$ cat config.mk
export PLATFORM = sky130hd
export DESIGN_NAME = lpp_step
export DESIGN_NICKNAME = d
export VERILOG_FILES = /design/src/hw/rtl/lpp_pkg.sv /design/src/hw/rtl/lpp_step.sv
export SDC_FILE = /design/constraint.sdc
export NUM_CORES = 1
export LEC_CHECK = 0
export ABC_CLOCK_PERIOD_IN_PS = 4100
export BUFFER_PORTS_ARGS = -buffer_cell sky130_fd_sc_hd__buf_4
export CAP_MARGIN = 20
export CORE_AREA = 2 2 234 236
export DETAILED_ROUTE_END_ITERATION = 10
export DIE_AREA = 0 0 236 238
export SKIP_CTS_REPAIR_TIMING = 1
export SYNTH_ARGS = -nofsm -noshare
export SYNTH_HDL_FRONTEND = slang
export SYNTH_SLANG_ARGS = --single-unit
$ cat constraint.sdc
create_clock -name aclk -period 4.1 [get_ports aclk]
set_input_delay 0.205 -clock aclk [delete_from_list [all_inputs] [get_ports aclk]]
set_output_delay 0.205 -clock aclk [all_outputs]
set_load 0.01 [all_outputs]
$ cat src/hw/rtl/lpp_pkg.sv
// ----------------------------------------------------------------------------
// lpp_pkg
// Shared types and constants for the lidar point to pixel projection pipeline.
// ----------------------------------------------------------------------------
package lpp_pkg;

    localparam int COORD_WIDTH_DEF       = 19;
    localparam int COEF_FRAC_BITS_DEF    = 12;
    localparam int PIXEL_INDEX_WIDTH_DEF = 12;

    localparam int ACC_WIDTH   = 64;
    localparam int MAG_WIDTH   = 63;
    localparam int SUMSQ_WIDTH = 32;
    localparam int RANGE_WIDTH = 16;
    localparam int SIZE_WIDTH  = 13;
    localparam int CFG_IDX_WIDTH = 4;

    localparam logic [31:0] RANGE_SQ_MAX = 32'hFFFE_0001;

    // register indexes
    localparam logic [CFG_IDX_WIDTH-1:0] REG_U_XY   = 4'd0;
    localparam logic [CFG_IDX_WIDTH-1:0] REG_U_ZO   = 4'd1;
    localparam logic [CFG_IDX_WIDTH-1:0] REG_V_XY   = 4'd2;
    localparam logic [CFG_IDX_WIDTH-1:0] REG_V_ZO   = 4'd3;
    localparam logic [CFG_IDX_WIDTH-1:0] REG_W_XY   = 4'd4;
    localparam logic [CFG_IDX_WIDTH-1:0] REG_W_ZO   = 4'd5;
    localparam logic [CFG_IDX_WIDTH-1:0] REG_WIDTH  = 4'd6;
    localparam logic [CFG_IDX_WIDTH-1:0] REG_HEIGHT = 4'd7;

    localparam logic [SIZE_WIDTH-1:0] WIDTH_RESET  = 13'd1920;
    localparam logic [SIZE_WIDTH-1:0] HEIGHT_RESET = 13'd1080;

    typedef logic [5:0][63:0] proj_coef_t;

    typedef struct packed {
        logic valid;
        logic col_ok;
        logic row_ok;
        logic sat;
    } step_flags_t;

endpackage

$ cat src/hw/rtl/lpp_step.sv
// ----------------------------------------------------------------------------
// lpp_step
// One pipeline step: one quotient bit for column and row (the first step only
// checks the quotients for overflow) and one root bit for the range, while bits remain.
// ----------------------------------------------------------------------------
module lpp_step #(
    parameter int PIXEL_INDEX_WIDTH = lpp_pkg::PIXEL_INDEX_WIDTH_DEF,
    parameter int STAGE             = 0
) (
    input  logic                                  aclk,
    input  logic                                  aresetn,
    input  logic                                  en,
    input  lpp_pkg::step_flags_t                  flags_in,
    input  logic [lpp_pkg::MAG_WIDTH-1:0]         rem_u_in,
    input  logic [lpp_pkg::MAG_WIDTH-1:0]         rem_v_in,
    input  logic [lpp_pkg::MAG_WIDTH-1:0]         w_in,
    input  logic [PIXEL_INDEX_WIDTH-1:0]          col_in,
    input  logic [PIXEL_INDEX_WIDTH-1:0]          row_in,
    input  logic [lpp_pkg::SUMSQ_WIDTH-1:0]       s_in,
    input  logic [lpp_pkg::RANGE_WIDTH-1:0]       root_in,
    input  logic [lpp_pkg::SUMSQ_WIDTH-1:0]       rsq_in,
    output lpp_pkg::step_flags_t                  flags_out,
    output logic [lpp_pkg::MAG_WIDTH-1:0]         rem_u_out,
    output logic [lpp_pkg::MAG_WIDTH-1:0]         rem_v_out,
    output logic [lpp_pkg::MAG_WIDTH-1:0]         w_out,
    output logic [PIXEL_INDEX_WIDTH-1:0]          col_out,
    output logic [PIXEL_INDEX_WIDTH-1:0]          row_out,
    output logic [lpp_pkg::SUMSQ_WIDTH-1:0]       s_out,
    output logic [lpp_pkg::RANGE_WIDTH-1:0]       root_out,
    output logic [lpp_pkg::SUMSQ_WIDTH-1:0]       rsq_out
);

    localparam int MW = lpp_pkg::MAG_WIDTH;
    localparam int DW = MW + PIXEL_INDEX_WIDTH + 1;
    localparam int RW = lpp_pkg::RANGE_WIDTH;
    localparam int SW = lpp_pkg::SUMSQ_WIDTH;

    lpp_pkg::step_flags_t       flags_reg, flags_next;
    logic [MW-1:0]              ru_reg, rv_reg, w_reg, ru_next, rv_next;
    logic [PIXEL_INDEX_WIDTH-1:0] col_reg, row_reg, col_next, row_next;
    logic [SW-1:0]              s_reg, rsq_reg, rsq_next;
    logic [RW-1:0]              root_reg, root_next;

    generate
        if (STAGE <= PIXEL_INDEX_WIDTH) begin : g_div
            localparam int K = PIXEL_INDEX_WIDTH - STAGE;
            logic [DW-1:0] wsh;
            logic          fit_u, fit_v;

            assign wsh   = DW'(w_in) << K;
            assign fit_u = DW'(rem_u_in) >= wsh;
            assign fit_v = DW'(rem_v_in) >= wsh;

            if (K == PIXEL_INDEX_WIDTH) begin : g_range
                always_comb begin
                    flags_next = flags_in;
                    ru_next    = rem_u_in;
                    rv_next    = rem_v_in;
                    col_next   = col_in;
                    row_next   = row_in;
                    // quotient at or above the index range: drop the pixel
                    if (fit_u) flags_next.col_ok = 1'b0;
                    if (fit_v) flags_next.row_ok = 1'b0;
                end
            end else begin : g_bit
                always_comb begin
                    flags_next = flags_in;
                    ru_next    = rem_u_in;
                    rv_next    = rem_v_in;
                    col_next   = col_in;
                    row_next   = row_in;
                    if (fit_u) begin
                        ru_next     = rem_u_in - wsh[MW-1:0];
                        col_next[K] = 1'b1;
                    end
                    if (fit_v) begin
                        rv_next     = rem_v_in - wsh[MW-1:0];
                        row_next[K] = 1'b1;
                    end
                end
            end
        end else begin : g_div_pass
            always_comb begin
                flags_next = flags_in;
                ru_next    = rem_u_in;
                rv_next    = rem_v_in;
                col_next   = col_in;
                row_next   = row_in;
            end
        end

        if (STAGE < RW) begin : g_root
            localparam int B = RW - 1 - STAGE;
            logic [SW:0] trial;

            assign trial = {1'b0, rsq_in} + ((SW+1)'(root_in) << (B + 1))
                         + ((SW+1)'(1) << (2 * B));

            always_comb begin
                root_next = root_in;
                rsq_next  = rsq_in;
                if (trial <= {1'b0, s_in}) begin
                    root_next[B] = 1'b1;
                    rsq_next     = trial[SW-1:0];
                end
            end
        end else begin : g_root_pass
            assign root_next = root_in;
            assign rsq_next  = rsq_in;
        end
    endgenerate

    always_ff @(posedge aclk) begin
        if (!aresetn) begin
            flags_reg <= '0;
        end else if (en) begin
            flags_reg <= flags_next;
        end
    end

    always_ff @(posedge aclk) begin
        if (en) begin
            ru_reg   <= ru_next;
            rv_reg   <= rv_next;
            w_reg    <= w_in;
            col_reg  <= col_next;
            row_reg  <= row_next;
            s_reg    <= s_in;
            root_reg <= root_next;
            rsq_reg  <= rsq_next;
        end
    end

    assign flags_out = flags_reg;
    assign rem_u_out = ru_reg;
    assign rem_v_out = rv_reg;
    assign w_out     = w_reg;
    assign col_out   = col_reg;
    assign row_out   = row_reg;
    assign s_out     = s_reg;
    assign root_out  = root_reg;
    assign rsq_out   = rsq_reg;

endmodule

==> out/results.txt <==
result of the run: finished clean
Worst-path clk slew: 0.05 ns
count of unresolved DRC violations after routing: 0
most common library cells after synthesis: sky130_fd_sc_hd__edfxtp_1, sky130_fd_sc_hd__ha_1, sky130_fd_sc_hd__inv_1
Area Overhead vs Synth: 73.6%
number of cells produced by synthesis: 876
Place WS: -0.421 ns
xor/xnor share of the synthesized area: 0.00719
antenna violations before repair: 4
pins over their slew limit: 0
share of the synthesized area in compound gates (AO/OA/AOI/OAI): 0.0718
drt via density: 4.41
cell accounting for the most synthesized area: sky130_fd_sc_hd__edfxtp_1
master cell of the clock root buffer: sky130_fd_sc_hd__clkbuf_16
total power density per cell area: 391 nW/µm²
endpoint required time on the critical path: 4.38 ns
GP Congestion: 0.889
top post-synthesis cells by area: sky130_fd_sc_hd__edfxtp_1, sky130_fd_sc_hd__ha_1, sky130_fd_sc_hd__inv_1
die outline area: 56200 µm²
most frequent cell after synthesis: sky130_fd_sc_hd__edfxtp_1
mean post-synth cell area: 15.3 µm²
chip width: 236 µm
post-synthesis share of cell area spent on full adders, half adders and majority gates: 0.156
leakage power total: 10.4 nW
Post-Route Setup TNS: 0 ns
first-pass GRT wire length: 69500 µm
highest ir drop seen on vdd: 0.000341 V
netlist area before placement: 13400 µm²
clock tree from TritonCTS: done
Max Root-Sink Buffers: 3
Min-Delay Path Class: primary input to flop
final layout net count: 2300
post-synthesis mux area share: 0.0182
starting density of the core: 0.250
relative slew slack: 0.334
Skew-Pair Late Insertion Delay: 0.54 ns
async set-or-reset flop fraction in the synthesized netlist: 0
total via count after detailed routing: 11300
total I/O pin count: 597
Core Footprint: 53500 µm²
Period minus WS final: 3.92 ns
share of final-layout standard cells stronger than drive strength 1: 0.383
count of synthesis-stage warnings from yosys: 0
biggest fanout along the worst timing path: 13
vias in the first global route: 10500
maximum operating frequency: 0.255 GHz
simple logic cell fraction of the synthesized area: 0.0555
main flop type after synthesis: sky130_fd_sc_hd__edfxtp_1
Worst Setup Path Type: primary input to flop
DP HPWL: 40900 µm
number of endpoints with negative hold slack in the final report: 0
area share of the leading cell type in the synthesized netlist: 0.657
count of final setup violators: 0
number of routed nets with antenna violations: 0
data arrival time of the critical path: 4.20 ns
total congestion overflow: 0
main combinational cell family by area after synthesis: adder cells
number of cell rows: 85
number of enable-type register cells in the synthesized netlist: 293
worst setup slack after layout: 0.175 ns
clock skew: 0 ns
port buffer count: 596
number of unique standard cell types used by synthesis: 55
Net Count, Synth: 1342
Routed wire per std cell: 20.8 µm
clock buffer count from CTS: 37
largest net degree at the start of global routing: 154
number of DRC violations after detailed-routing iteration 0: 521
startpoint type of the worst setup path: primary input
global router's overall resource usage: 0.169
endpoint kind of the worst setup timing path: flop
TritonCTS Sinks: 297
Die Span Y: 238 µm
Final Routed Wirelength: 53300 µm
sequential cell area fraction in the yosys report: 0.663
first-pass iteration count of the detailed router: 5
Final Cycle Share: 0.957
total of flip-flops plus latches after synthesis: 297
slew at the pin with the worst max-slew slack: 0.999 ns
maximum capacitance violations: 0
CTS HTree Levels: 2
[layout by cell type, fill, tap and decap left out, types with 5 or more instances in the layout]
cell,Yosys,layout
sky130_fd_sc_hd__buf_4,0,623
sky130_fd_sc_hd__dlygate4sd3_1,0,296
sky130_fd_sc_hd__edfxtp_1,293,293
sky130_fd_sc_hd__ha_1,165,162
sky130_fd_sc_hd__inv_1,97,97
sky130_fd_sc_hd__a21oi_1,50,47
sky130_fd_sc_hd__clkbuf_16,0,37
sky130_fd_sc_hd__o21ai_0,35,35
sky130_fd_sc_hd__a21o_1,26,26
sky130_fd_sc_hd__nand4_1,26,26
sky130_fd_sc_hd__nand2_1,22,22
sky130_fd_sc_hd__nor2_1,18,18
sky130_fd_sc_hd__nand3_1,15,15
sky130_fd_sc_hd__nor4_1,13,13
sky130_fd_sc_hd__nor2b_1,12,12
sky130_fd_sc_hd__xnor2_1,9,9
sky130_fd_sc_hd__mux2_4,9,9
sky130_fd_sc_hd__mux2_2,7,7
sky130_fd_sc_hd__clkinv_1,0,7
sky130_fd_sc_hd__bufinv_16,0,6
sky130_fd_sc_hd__nor3_1,5,5
sky130_fd_sc_hd__and3_1,5,5
sky130_fd_sc_hd__and4_1,5,5
sky130_fd_sc_hd__o21bai_1,5,5
sky130_fd_sc_hd__clkinv_2,0,5
[registers in the layout, indices dropped and copies added (netlist names)]
register / count
rsq_out: 32
s_out: 32
rem_v_out: 63
row_out: 12
flags_out: 4
rem_u_out: 63
root_out: 16
col_out: 12
w_out: 63
[final cells by class]
cell class / instances / area, µm²
Clock buffer: 41 / 951
Sequential cell: 297 / 8880
Multi-Input combinational cell: 479 / 4180
Inverter: 97 / 364
Timing Repair Buffer: 922 / 7690
Fill cell: 4728 / 30200
Clock inverter: 26 / 302
Tap cell: 696 / 871
Antenna cell: 4 / 10.0
[per-layer routing]
metal	vias up	part of all wire	GRT usage
li1	5316	-	-
met1	5397	0.36	0.179
met2	486	0.51	0.300
met3	96	0.076	0.0576
met4	0	0.046	0.0828
met5	-	0	0
[per-stage QoR]
stage / std cells / util / instance area (µm²) / hold slack, ns / total power, mW
2_1_floorplan: 876 / - / 13400 / 0.304 / 4.46
3_3_place_gp: 2195 / 0.356 / 19000 / 0.384 / 5.47
3_5_place_dp: 2195 / 0.356 / 19000 / 0.385 / 5.50
4_1_cts: 2262 / 0.379 / 20300 / -0.204 / 8.96
5_1_grt: 2562 / 0.435 / 23300 / -0.00274 / 9.48
6_report: 2562 / 0.435 / 23300 / 0.0233 / 9.10
[path summary, 6_finish.rpt]
kind,from,to,slack [ns],depth (start not counted)
setup / recovery,root_in[13],rsq_out[17]$_DFFE_PP_,0.18,16
hold / removal,rsq_in[17],rsq_out[17]$_DFFE_PP_,0.02,2
setup reg to reg,flags_out[3]$_SDFFE_PN0P_,flags_out[3]$_SDFFE_PN0P_,2.89,3
hold reg to reg,flags_out[2]$_SDFFE_PN0P_,flags_out[2]$_SDFFE_PN0P_,0.60,3
[worst max-delay path, stage by stage]
cell and delay [ns]:
sky130_fd_sc_hd__dlygate4sd3_1 0.54, sky130_fd_sc_hd__buf_4 0.14, sky130_fd_sc_hd__ha_1 0.28, sky130_fd_sc_hd__ha_1 0.31, sky130_fd_sc_hd__a21o_1 0.17, sky130_fd_sc_hd__a21oi_1 0.20
sky130_fd_sc_hd__o21ai_0 0.15, sky130_fd_sc_hd__xnor2_1 0.22, sky130_fd_sc_hd__ha_1 0.29, sky130_fd_sc_hd__and3_4 0.19, sky130_fd_sc_hd__a221oi_2 0.28, sky130_fd_sc_hd__nand2_1 0.10
sky130_fd_sc_hd__o31a_1 0.29, sky130_fd_sc_hd__a211oi_4 0.28, sky130_fd_sc_hd__buf_12 0.20, sky130_fd_sc_hd__mux2_2 0.34
[logic make-up (layout without fill, tap and decap cells)]
logic type / Yosys count / after routing
AOI/OAI and AO/OA: 149 / 149
DFF: 297 / 297
other: 0 / 4
xor gates and xnor gates: 11 / 11
and+or+nand+nor: 134 / 134
adders and majority gates: 166 / 166
buffers and inverters: 100 / 1086
muxes: 19 / 19
[report_power, final]
part | total (mW) | internal (mW) | leakage [nW] | switching, mW
logic | 1.95 | 1.05 | 6.84 | 0.899
registers | 3.74 | 3.64 | 2.90 | 0.0982
clock network | 3.41 | 2.06 | 0.611 | 1.34
(Power assumes the default switching activity.)
